**config.mk**
```make
export PLATFORM = sky130hd
export DESIGN_NAME = time_string_parser
export DESIGN_NICKNAME = d
export VERILOG_FILES = /design/src/tsp_pkg.sv /design/src/tsp_parse.sv /design/src/tsp_fold.sv /design/src/tsp_scale.sv /design/src/time_string_parser.sv
export VERILOG_INCLUDE_DIRS = /design/src /design/src/src
export SDC_FILE = /design/constraint.sdc
export NUM_CORES = 1
export LEC_CHECK = 0
export BUFFER_PORTS_ARGS = -buffer_cell sky130_fd_sc_hd__clkbuf_2
export CORE_ASPECT_RATIO = 0.9
export CORE_MARGIN = 1
export CORE_UTILIZATION = 54
export DETAILED_ROUTE_END_ITERATION = 8
export PLACE_DENSITY_LB_ADDON = 0.12
export SLEW_MARGIN = 20
export SYNTH_ARGS = -nofsm -noshare
export SYNTH_HDL_FRONTEND = slang
export SYNTH_SLANG_ARGS = --single-unit
```
**constraint.sdc**
```tcl
create_clock -name clk -period 8.6 [get_ports clk]
set_input_delay 0 -clock clk [delete_from_list [all_inputs] [get_ports clk]]
set_output_delay 0 -clock clk [all_outputs]
set_load 0.02 [all_outputs]
```
**src/time_string_parser_assert.svh**
```systemverilog
// Assertion macros for the time string parser; clocked on clk, held off during reset.
`ifndef TIME_STRING_PARSER_ASSERT_SVH
`define TIME_STRING_PARSER_ASSERT_SVH

// Same-cycle implication.
`define TSP_ASSERT_NOW(lbl, ante, cons, msg) \
	lbl: assert property (@(posedge clk) disable iff (!arst_n) (ante) |-> (cons)) \
		else $error(msg);

// Next-cycle implication.
`define TSP_ASSERT_NEXT(lbl, ante, cons, msg) \
	lbl: assert property (@(posedge clk) disable iff (!arst_n) (ante) |=> (cons)) \
		else $error(msg);

`endif

```
**src/tsp_pkg.sv**
```systemverilog
// Shared types, constants and helpers for the time string parser.
`default_nettype none

package tsp_pkg;

	localparam int CHAR_W  = 8;
	localparam int PART_W  = 40;
	localparam int TOTAL_W = 48;
	localparam int VALUE_W = 48;
	localparam int FRAC_W  = 10;
	localparam int DIGS_W  = 2;
	localparam int ERR_W   = 2;

	// error flag bit positions
	localparam int ERR_SYN = 0;
	localparam int ERR_OVF = 1;

	localparam logic [PART_W-1:0]  PART_MAX  = '1;
	localparam logic [TOTAL_W-1:0] TOTAL_MAX = '1;
	localparam logic [VALUE_W-1:0] POS_LIMIT = {1'b0, {(VALUE_W-1){1'b1}}};
	localparam logic [VALUE_W-1:0] NEG_LIMIT = {1'b1, {(VALUE_W-1){1'b0}}};

	localparam logic [1:0] MAX_COLONS = 2'd2;
	localparam logic [DIGS_W-1:0] FRAC_KEEP = 2'd3;

	localparam logic [CHAR_W-1:0] CH_SPACE = 8'h20;
	localparam logic [CHAR_W-1:0] CH_PLUS  = 8'h2B;
	localparam logic [CHAR_W-1:0] CH_COMMA = 8'h2C;
	localparam logic [CHAR_W-1:0] CH_MINUS = 8'h2D;
	localparam logic [CHAR_W-1:0] CH_DOT   = 8'h2E;
	localparam logic [CHAR_W-1:0] CH_ZERO  = 8'h30;
	localparam logic [CHAR_W-1:0] CH_NINE  = 8'h39;
	localparam logic [CHAR_W-1:0] CH_COLON = 8'h3A;

	typedef enum logic [1:0] {
		PH_LEAD  = 2'd0,
		PH_PART  = 2'd1,
		PH_FRAC  = 2'd2,
		PH_TRAIL = 2'd3
	} phase_t;

	typedef enum logic [1:0] {
		ST_OK       = 2'd0,
		ST_SYNTAX   = 2'd1,
		ST_OVERFLOW = 2'd2
	} status_t;

	// end-of-string record from the parser
	typedef struct packed {
		logic                negative;
		logic [TOTAL_W-1:0]  total;
		logic [PART_W-1:0]   part;
		logic                fold;
		logic [FRAC_W-1:0]   frac_ms;
		logic [DIGS_W-1:0]   frac_digs;
		logic [ERR_W-1:0]    err;
	} fin_t;

	// folded seconds plus scaled fraction
	typedef struct packed {
		logic                negative;
		logic [TOTAL_W-1:0]  total;
		logic [FRAC_W-1:0]   frac_val;
		logic [ERR_W-1:0]    err;
	} sum_t;

	typedef struct packed {
		logic                ovf;
		logic [TOTAL_W-1:0]  total;
	} fold_t;

	// total*60 + part, saturating at the total's range
	function automatic fold_t fold_part(input logic [TOTAL_W-1:0] total,
	                                    input logic [PART_W-1:0] part);
		logic [TOTAL_W+6:0] t;
		fold_t r;
		t = ({7'b0, total} << 6) - ({7'b0, total} << 2)
		    + {{(TOTAL_W+7-PART_W){1'b0}}, part};
		if (t > {7'b0, TOTAL_MAX}) begin
			r.ovf   = 1'b1;
			r.total = TOTAL_MAX;
		end else begin
			r.ovf   = 1'b0;
			r.total = t[TOTAL_W-1:0];
		end
		return r;
	endfunction

endpackage

`default_nettype wire

```
**src/tsp_parse.sv**
```systemverilog
// Input register and per-character parser state machine.
`default_nettype none

module tsp_parse (
	input  wire logic                         clk,
	input  wire logic                         arst_n,
	input  wire logic                         char_valid,
	output logic                              char_stall,
	input  wire logic [tsp_pkg::CHAR_W-1:0]   character,
	input  wire logic                         last,
	output logic                              fin_valid,
	output tsp_pkg::fin_t                     fin,
	input  wire logic                         fin_ready
);

	logic                          valid_s1;
	logic [tsp_pkg::CHAR_W-1:0]    char_s1;
	logic                          last_s1;

	tsp_pkg::phase_t               phase_q, phase_n;
	logic                          neg_q, neg_n;
	logic [tsp_pkg::PART_W-1:0]    part_q, part_n;
	logic [tsp_pkg::TOTAL_W-1:0]   total_q, total_n;
	logic [1:0]                    colons_q, colons_n;
	logic [tsp_pkg::FRAC_W-1:0]    frac_q, frac_n;
	logic [tsp_pkg::DIGS_W-1:0]    digs_q, digs_n;
	logic [tsp_pkg::ERR_W-1:0]     err_q, err_n;

	logic                          fin_valid_s2;
	tsp_pkg::fin_t                 fin_s2, fin_n;

	logic                          fin_free, consume, s1_free;
	logic                          is_digit;
	logic [3:0]                    digit;
	logic [tsp_pkg::PART_W+3:0]    part_step;
	tsp_pkg::fold_t                fold_r;

	assign fin_free   = !fin_valid_s2 || fin_ready;
	assign consume    = valid_s1 && (!last_s1 || fin_free);
	assign s1_free    = !valid_s1 || consume;
	assign char_stall = !s1_free;
	assign fin_valid  = fin_valid_s2;
	assign fin        = fin_s2;

	assign is_digit = (char_s1 >= tsp_pkg::CH_ZERO) && (char_s1 <= tsp_pkg::CH_NINE);
	assign digit    = is_digit ? char_s1[3:0] : 4'd0;

	always_comb begin
		fold_r    = tsp_pkg::fold_part(total_q, part_q);
		part_step = ({4'b0, part_q} << 3) + ({4'b0, part_q} << 1)
		            + {{tsp_pkg::PART_W{1'b0}}, digit};
		phase_n  = phase_q;
		neg_n    = neg_q;
		part_n   = part_q;
		total_n  = total_q;
		colons_n = colons_q;
		frac_n   = frac_q;
		digs_n   = digs_q;
		err_n    = err_q;
		if (!err_q[tsp_pkg::ERR_SYN]) begin
			case (phase_q)
				tsp_pkg::PH_LEAD: begin
					if (char_s1 == tsp_pkg::CH_PLUS || char_s1 == tsp_pkg::CH_MINUS) begin
						neg_n   = (char_s1 == tsp_pkg::CH_MINUS);
						part_n  = '0;
						phase_n = tsp_pkg::PH_PART;
					end else if (is_digit) begin
						part_n  = {{(tsp_pkg::PART_W-4){1'b0}}, digit};
						phase_n = tsp_pkg::PH_PART;
					end else if (char_s1 != tsp_pkg::CH_SPACE) begin
						err_n[tsp_pkg::ERR_SYN] = 1'b1;
					end
				end
				tsp_pkg::PH_PART: begin
					if (is_digit) begin
						if (part_step > {4'b0, tsp_pkg::PART_MAX}) begin
							part_n = tsp_pkg::PART_MAX;
							err_n[tsp_pkg::ERR_OVF] = 1'b1;
						end else begin
							part_n = part_step[tsp_pkg::PART_W-1:0];
						end
					end else if (char_s1 == tsp_pkg::CH_DOT || char_s1 == tsp_pkg::CH_COMMA) begin
						total_n = fold_r.total;
						err_n[tsp_pkg::ERR_OVF] = err_q[tsp_pkg::ERR_OVF] | fold_r.ovf;
						part_n  = '0;
						frac_n  = '0;
						digs_n  = '0;
						phase_n = tsp_pkg::PH_FRAC;
					end else if (char_s1 == tsp_pkg::CH_COLON) begin
						if (colons_q >= tsp_pkg::MAX_COLONS) begin
							err_n[tsp_pkg::ERR_SYN] = 1'b1;
						end else begin
							total_n  = fold_r.total;
							err_n[tsp_pkg::ERR_OVF] = err_q[tsp_pkg::ERR_OVF] | fold_r.ovf;
							part_n   = '0;
							colons_n = colons_q + 2'd1;
						end
					end else if (char_s1 == tsp_pkg::CH_SPACE) begin
						total_n = fold_r.total;
						err_n[tsp_pkg::ERR_OVF] = err_q[tsp_pkg::ERR_OVF] | fold_r.ovf;
						part_n  = '0;
						phase_n = tsp_pkg::PH_TRAIL;
					end else begin
						err_n[tsp_pkg::ERR_SYN] = 1'b1;
					end
				end
				tsp_pkg::PH_FRAC: begin
					if (is_digit) begin
						if (digs_q < tsp_pkg::FRAC_KEEP) begin
							// at most 99 here, so ten bits hold the step
							frac_n = (frac_q << 3) + (frac_q << 1)
							         + {{(tsp_pkg::FRAC_W-4){1'b0}}, digit};
							digs_n = digs_q + 2'd1;
						end
					end else if (char_s1 == tsp_pkg::CH_SPACE) begin
						phase_n = tsp_pkg::PH_TRAIL;
					end else begin
						err_n[tsp_pkg::ERR_SYN] = 1'b1;
					end
				end
				default: begin
					if (char_s1 != tsp_pkg::CH_SPACE) begin
						err_n[tsp_pkg::ERR_SYN] = 1'b1;
					end
				end
			endcase
		end

		fin_n.negative  = neg_n;
		fin_n.total     = total_n;
		fin_n.part      = part_n;
		fin_n.fold      = !err_n[tsp_pkg::ERR_SYN] && (phase_n == tsp_pkg::PH_PART);
		fin_n.frac_ms   = frac_n;
		fin_n.frac_digs = digs_n;
		fin_n.err       = err_n;
	end

	always_ff @(posedge clk or negedge arst_n) begin
		if (!arst_n) begin
			valid_s1     <= 1'b0;
			fin_valid_s2 <= 1'b0;
			phase_q      <= tsp_pkg::PH_LEAD;
			neg_q        <= 1'b0;
			part_q       <= '0;
			total_q      <= '0;
			colons_q     <= '0;
			frac_q       <= '0;
			digs_q       <= '0;
			err_q        <= '0;
		end else begin
			if (s1_free) begin
				valid_s1 <= char_valid;
			end
			if (fin_free) begin
				fin_valid_s2 <= consume && last_s1;
			end
			if (consume) begin
				if (last_s1) begin
					// string done: back to the start state
					phase_q  <= tsp_pkg::PH_LEAD;
					neg_q    <= 1'b0;
					part_q   <= '0;
					total_q  <= '0;
					colons_q <= '0;
					frac_q   <= '0;
					digs_q   <= '0;
					err_q    <= '0;
				end else begin
					phase_q  <= phase_n;
					neg_q    <= neg_n;
					part_q   <= part_n;
					total_q  <= total_n;
					colons_q <= colons_n;
					frac_q   <= frac_n;
					digs_q   <= digs_n;
					err_q    <= err_n;
				end
			end
		end
	end

	always_ff @(posedge clk) begin
		if (s1_free) begin
			char_s1 <= character;
			last_s1 <= last;
		end
		if (fin_free) begin
			fin_s2 <= fin_n;
		end
	end

endmodule

`default_nettype wire

```
**src/tsp_fold.sv**
```systemverilog
// Final part fold and fraction scaling stage.
`default_nettype none

module tsp_fold (
	input  wire logic            clk,
	input  wire logic            arst_n,
	input  wire logic            fin_valid,
	input  wire tsp_pkg::fin_t   fin,
	output logic                 fin_ready,
	output logic                 sum_valid,
	output tsp_pkg::sum_t        sum,
	input  wire logic            sum_ready
);

	logic                         sum_valid_s3;
	tsp_pkg::sum_t                sum_s3, sum_n;
	tsp_pkg::fold_t               fold_r;
	logic [tsp_pkg::FRAC_W-1:0]   f;

	assign fin_ready = !sum_valid_s3 || sum_ready;
	assign sum_valid = sum_valid_s3;
	assign sum       = sum_s3;

	always_comb begin
		fold_r = tsp_pkg::fold_part(fin.total, fin.part);
		f      = fin.frac_ms;
		sum_n.negative = fin.negative;
		sum_n.err      = fin.err;
		if (fin.fold) begin
			sum_n.total = fold_r.total;
			sum_n.err[tsp_pkg::ERR_OVF] = fin.err[tsp_pkg::ERR_OVF] | fold_r.ovf;
		end else begin
			sum_n.total = fin.total;
		end
		// kept digits to milliseconds; results stay below 1000
		case (fin.frac_digs)
			2'd1:    sum_n.frac_val = (f << 6) + (f << 5) + (f << 2);
			2'd2:    sum_n.frac_val = (f << 3) + (f << 1);
			default: sum_n.frac_val = f;
		endcase
	end

	always_ff @(posedge clk or negedge arst_n) begin
		if (!arst_n) begin
			sum_valid_s3 <= 1'b0;
		end else if (fin_ready) begin
			sum_valid_s3 <= fin_valid;
		end
	end

	always_ff @(posedge clk) begin
		if (fin_ready) begin
			sum_s3 <= sum_n;
		end
	end

endmodule

`default_nettype wire

```
**src/tsp_scale.sv**
```systemverilog
// Millisecond scaling, saturation, sign and result register.
`default_nettype none

module tsp_scale (
	input  wire logic                          clk,
	input  wire logic                          arst_n,
	input  wire logic                          sum_valid,
	input  wire tsp_pkg::sum_t                 sum,
	output logic                               sum_ready,
	output logic                               res_valid,
	input  wire logic                          res_stall,
	output logic [1:0]                         status,
	output logic signed [tsp_pkg::VALUE_W-1:0] value_ms
);

	localparam int MAG_W = tsp_pkg::TOTAL_W + 11;

	logic                               res_valid_q;
	tsp_pkg::status_t                   status_q, status_n;
	logic [tsp_pkg::VALUE_W-1:0]        value_q, value_n;
	logic [MAG_W-1:0]                   mag, limit;
	logic [tsp_pkg::VALUE_W-1:0]        sat;

	assign sum_ready = !res_valid_q || !res_stall;
	assign res_valid = res_valid_q;
	assign status    = status_q;
	assign value_ms  = value_q;

	always_comb begin
		// total*1000 = total*1024 - total*16 - total*8
		mag = ({11'b0, sum.total} << 10) - ({11'b0, sum.total} << 4)
		      - ({11'b0, sum.total} << 3)
		      + {{(MAG_W-tsp_pkg::FRAC_W){1'b0}}, sum.frac_val};
		limit = sum.negative ? {11'b0, tsp_pkg::NEG_LIMIT} : {11'b0, tsp_pkg::POS_LIMIT};
		if (sum.err[tsp_pkg::ERR_SYN]) begin
			sat      = '0;
			status_n = tsp_pkg::ST_SYNTAX;
			value_n  = '0;
		end else begin
			if (mag > limit) begin
				sat      = limit[tsp_pkg::VALUE_W-1:0];
				status_n = tsp_pkg::ST_OVERFLOW;
			end else begin
				sat      = mag[tsp_pkg::VALUE_W-1:0];
				status_n = sum.err[tsp_pkg::ERR_OVF] ? tsp_pkg::ST_OVERFLOW : tsp_pkg::ST_OK;
			end
			value_n = sum.negative ? ({tsp_pkg::VALUE_W{1'b0}} - sat) : sat;
		end
	end

	always_ff @(posedge clk or negedge arst_n) begin
		if (!arst_n) begin
			res_valid_q <= 1'b0;
		end else if (sum_ready) begin
			res_valid_q <= sum_valid;
		end
	end

	always_ff @(posedge clk) begin
		if (sum_ready) begin
			status_q <= status_n;
			value_q  <= value_n;
		end
	end

endmodule

`default_nettype wire

```
**src/time_string_parser.sv**
```systemverilog
// Top level of the time string parser: pipeline of parser, fold and scale stages.
//
// Input channel (char_valid / char_stall / character / last): one ASCII byte
//   per item, last marks the final byte of a string [sign][[h:]m:]s[.frac].
//   Blanks around the value are skipped; ',' works as '.'.
// Result channel (res_valid / res_stall / status / value_ms): one item per
//   string, signed milliseconds and a status (ok, syntax error, overflow).
// Throughput: one character per cycle unless char_stall is high; strings may
//   follow back to back; parser state is cleared as the last character is taken.
// Path: the final character passes the input register, parser, final fold
//   and scale to milliseconds before res_valid rises.
// Stalls: each stage holds its item while the next is full, so characters
//   keep flowing while a result waits. char_stall only rises when a final
//   character meets a full pipeline behind a stalled result.
// Reset: arst_n clears all valids and the parser state at once; the block
//   takes characters as soon as reset is released.
`default_nettype none

module time_string_parser (
	input  wire logic                          clk,
	input  wire logic                          arst_n,
	input  wire logic                          char_valid,
	output logic                               char_stall,
	input  wire logic [tsp_pkg::CHAR_W-1:0]    character,
	input  wire logic                          last,
	output logic                               res_valid,
	input  wire logic                          res_stall,
	output logic [1:0]                         status,
	output logic signed [tsp_pkg::VALUE_W-1:0] value_ms
);

	`include "time_string_parser_assert.svh"

	// parser -> fold
	logic           fin_valid;
	tsp_pkg::fin_t  fin;
	logic           fin_ready;

	// fold -> scale
	logic           sum_valid;
	tsp_pkg::sum_t  sum;
	logic           sum_ready;

	// character-level state machine, input register and end-of-string record
	tsp_parse u_parse (
		.clk        (clk),
		.arst_n     (arst_n),
		.char_valid (char_valid),
		.char_stall (char_stall),
		.character  (character),
		.last       (last),
		.fin_valid  (fin_valid),
		.fin        (fin),
		.fin_ready  (fin_ready)
	);

	// folds the trailing part into whole seconds, scales the fraction
	tsp_fold u_fold (
		.clk       (clk),
		.arst_n    (arst_n),
		.fin_valid (fin_valid),
		.fin       (fin),
		.fin_ready (fin_ready),
		.sum_valid (sum_valid),
		.sum       (sum),
		.sum_ready (sum_ready)
	);

	// seconds to milliseconds, saturation, sign and result register
	tsp_scale u_scale (
		.clk       (clk),
		.arst_n    (arst_n),
		.sum_valid (sum_valid),
		.sum       (sum),
		.sum_ready (sum_ready),
		.res_valid (res_valid),
		.res_stall (res_stall),
		.status    (status),
		.value_ms  (value_ms)
	);

	// input back-pressure only ever comes from a held result
	`TSP_ASSERT_NOW(a_stall_source, char_stall, res_valid && res_stall, "input stalled without a held result")

	// a syntax error always reports zero
	`TSP_ASSERT_NOW(a_syntax_zero, res_valid && status == tsp_pkg::ST_SYNTAX, value_ms == '0, "syntax result with non-zero value")

	// no final fold once a syntax error is flagged
	`TSP_ASSERT_NOW(a_no_fold_on_error, fin_valid && fin.err[tsp_pkg::ERR_SYN], !fin.fold, "final fold requested after syntax error")

	// an end-of-string record taken by the fold stage shows up there next cycle
	`TSP_ASSERT_NEXT(a_fold_advance, fin_valid && fin_ready, sum_valid, "fold stage lost an item")

endmodule

`default_nettype wire
```
==> out/metrics.csv <==
metric,value,unit
crit path time final,7.717,ns
MaxCap Viol Count,0,
max-slew violation count,0,
initial antenna violation count,0,
number of synthesized flops with an enable pin,224,
DR WL/cell,19.58,um
Yosys warning count,0,
DRC Markers,0,
worst skew pair latency,0.59,ns
Worst IR Drop VDD,172.6,uV
part of the cycle the worst path needs,0.8973,
"Arr. time, crit path",8.11,ns
Die Area,0.06707,mm^2
Setup TNS,0,ns
die width,272.9,um
CTS max path bufs,3,
Netlist cell types,91,
synthesized area,0.03566,mm^2
syn avg cell area,8.349,um^2
first-pass GRT wire length,160.4,mm
"Top FF cell, synth",edfxtp_1,
FP Rows,88,
crit-path max cell delay,0.56,ns
top cell type's share of synthesized area,0.1886,
Worst Path Max Fanout,14,
largest net degree at the start of global routing,106,
post-route total power,0.007771,W
syn nets,4759,
Post-Syn Instances,4271,
share of layout cells above drive strength 1,0.05277,
Final Skew,0.03723,ns
CP max stage cell,a21oi_1,
Congestion Overflow GR,0,
iteration count of the initial detailed-routing pass,5,
GRT Total Usage,0.2965,
ANT cells,0,
Worst Tran Pin Value,1.144,ns
core area,0.06474,mm^2
register area share after synthesis,0.2665,
area grow syn2layout,6.547,%
Synth Register Bits,335,
RSZ-0062 raised after global routing,false,
PortBufs,64,
CTS tree,built,
Final HPWL DP,79.33,mm
outcome,"complete, no violations",
Vias,31519,
Hold WS,0.1277,ns
H-tree depth,2,
Num CTS Buffers,39,
most frequent CP cell,o21ai_0,
post-route ant nets,0,
post-CTS setup buffers,0,
maximum clock frequency,129.6,MHz
final setup fails,0,
Root Buffer,clkbuf_16,
clk sinks,335,
Worst Setup Path Type,reg2reg,
"area leader, netlist",edfxtp_1,
height of the die,245.8,um
Routability Congestion,0.9851,
HP Class,in2reg,
Lkg Pwr,17.70,nW
ys async rst share,0.3313,
initial DRC count,2935,
final wirelength,99.85,mm
utilization after layout,0.5869,
relative slew slack,0.2363,
Starting Density,0.5508,
Placed Instances,5014,
vias in the first global route,29737,
final-report hold violation count,0,
IO Pins,65,
Cell Pwr Density,204.5,mW/mm^2
Final nets,4702,
Crit path required time,8.99,ns
Critical Path Start Type,register,
nature of the critical path endpoint,register,
Synth area leaders,"edfxtp_1, ha_1, dfrtp_1, fa_1, a21oi_1",
Final Non-Filler Cells,5100,
clock transition at the registers of the reported paths,0.06,ns
vias per cell,6.180,
==> cells in the final DEF, fill, tap and decap left out, drive strengths merged, types with 53 or more instances in the layout <==
cell	count
a22oi	53
nand4	74
xor2	81
nand3	106
xnor2	105
a211oi	58
fa	122
clkbuf	112
nor3	75
nand2	288
a21oi	354
ha	353
dfrtp	111
a31oi	101
o21ai	287
inv	468
a21o	158
nor2	358
edfxtp	224
==> Yosys cell counts (81+ instances only) <==
cell and count:
edfxtp_1 224, xor2_1 81, fa_1 122, o21ai_0 233
dfrtp_1 111, clkbuf_1 187, a21o_1 158, xnor2_1 105
nor2_1 358, nand3_1 106, a31oi_1 101, a21oi_1 353
nand2_1 288, inv_1 463, ha_1 353
==> per-layer routing <==
layer | vias up | global-route usage | wire (um)
met5 | - | 0 | 0
met4 | 0 | 0.1079 | 3465
met3 | 162 | 0.03242 | 5890
met2 | 1092 | 0.4776 | 45060
met1 | 14848 | 0.4105 | 45440
li1 | 15417 | - | -
==> critical path, delay by kind of cell, from the launching register on <==
kind	cells	cell delay, ns
AOI/OAI and AO/OA	12	3.03
and+or+nand+nor	7	1.70
DFF	1	0.44
xor gates and xnor gates	1	0.44
adders and majority gates	4	1.49
buffers and inverters	2	0.43
==> area by class of cell <==
| cell class | instances | area (um^2) |
|---|---|---|
| Fill cell | 5895 | 26750 |
| Multi-Input combinational cell | 3258 | 23620 |
| Sequential cell | 335 | 9504 |
| Inverter | 465 | 1745 |
| Tap cell | 855 | 1070 |
| Clock buffer | 49 | 1013 |
| Timing Repair Buffer | 115 | 760.7 |
| Clock inverter | 23 | 286.5 |
==> report_power, final <==
| part | internal (W) | leakage (nW) | switching [W] | total, W |
|---|---|---|---|---|
| combinational | 0.00148 | 12.9 | 0.00275 | 0.00423 |
| clock | 0.000975 | 0.619 | 0.000718 | 0.00169 |
| sequential | 0.00179 | 4.17 | 0.0000525 | 0.00185 |
==> cells by family (layout without fill, tap and decap cells) <==
kind of cell             after synthesis  count (layout)  synth area share
AO/OA/AOI/OAI                       1378            1378            0.2501
AND/OR/NAND/NOR                     1179            1179            0.1610
buffers and inverters                678             652           0.07277
adder cells (fa/ha/maj)              475             475            0.1923
flip-flops                           335             335            0.2665
XOR/XNOR                             186             186           0.04568
multiplexers                          40              40           0.01154
==> final timing paths <==
kind | from | slack (ns) | end | cells past startpoint
worst max register to register | u_fold.sum[13] | 0.88 | u_scale.value_ms[44] | 26
worst min-delay path | character[3] | 0.13 | u_parse.char_s1[3] | 2
min in group asynchronous | arst_n | 0.45 | u_parse.total_q[5] | 3
worst max-delay path | u_fold.sum[13] | 0.88 | u_scale.value_ms[44] | 26
worst min register to register | u_parse.colons_q[0] | 0.49 | u_parse.colons_q[0] | 1
max in group asynchronous | arst_n | 6.93 | u_parse.total_q[45] | 4
==> repair_timing <==
item,4_1_cts,5_1_grt
setup endpoints to repair,0,0
hold buffers,14,0
hold endpoints to repair,62,0
resized for setup,0,0
==> registers in the layout (all words and copies together) (netlist names) <==
| name | flops |
|---|---|
| u_parse.part_q | 40 |
| u_fold.sum_valid | 1 |
| u_parse.last_s1 | 1 |
| u_parse.total_q | 48 |
| u_scale.res_valid | 1 |
| u_parse.fin_valid | 1 |
| u_parse.fin | 104 |
| u_scale.status | 2 |
| u_parse.digs_q | 2 |
| u_parse.neg_q | 1 |
| u_parse.err_q | 2 |
| u_parse.colons_q | 2 |
| u_parse.phase_q | 2 |
| u_scale.value_ms | 48 |
| u_parse.valid_s1 | 1 |
| u_parse.char_s1 | 8 |
| u_fold.sum | 61 |
| u_parse.frac_q | 10 |
==> stage by stage <==
stage	setup WS, ns	area [um^2]
after global routing	0.1801	38000
after detailed placement	0.9470	36550
after global placement	1.115	36550
final	0.8829	38000
after CTS	0.9188	37990
after floorplan	1.320	35660
Note: power is estimated with default switching activity, not from simulation.
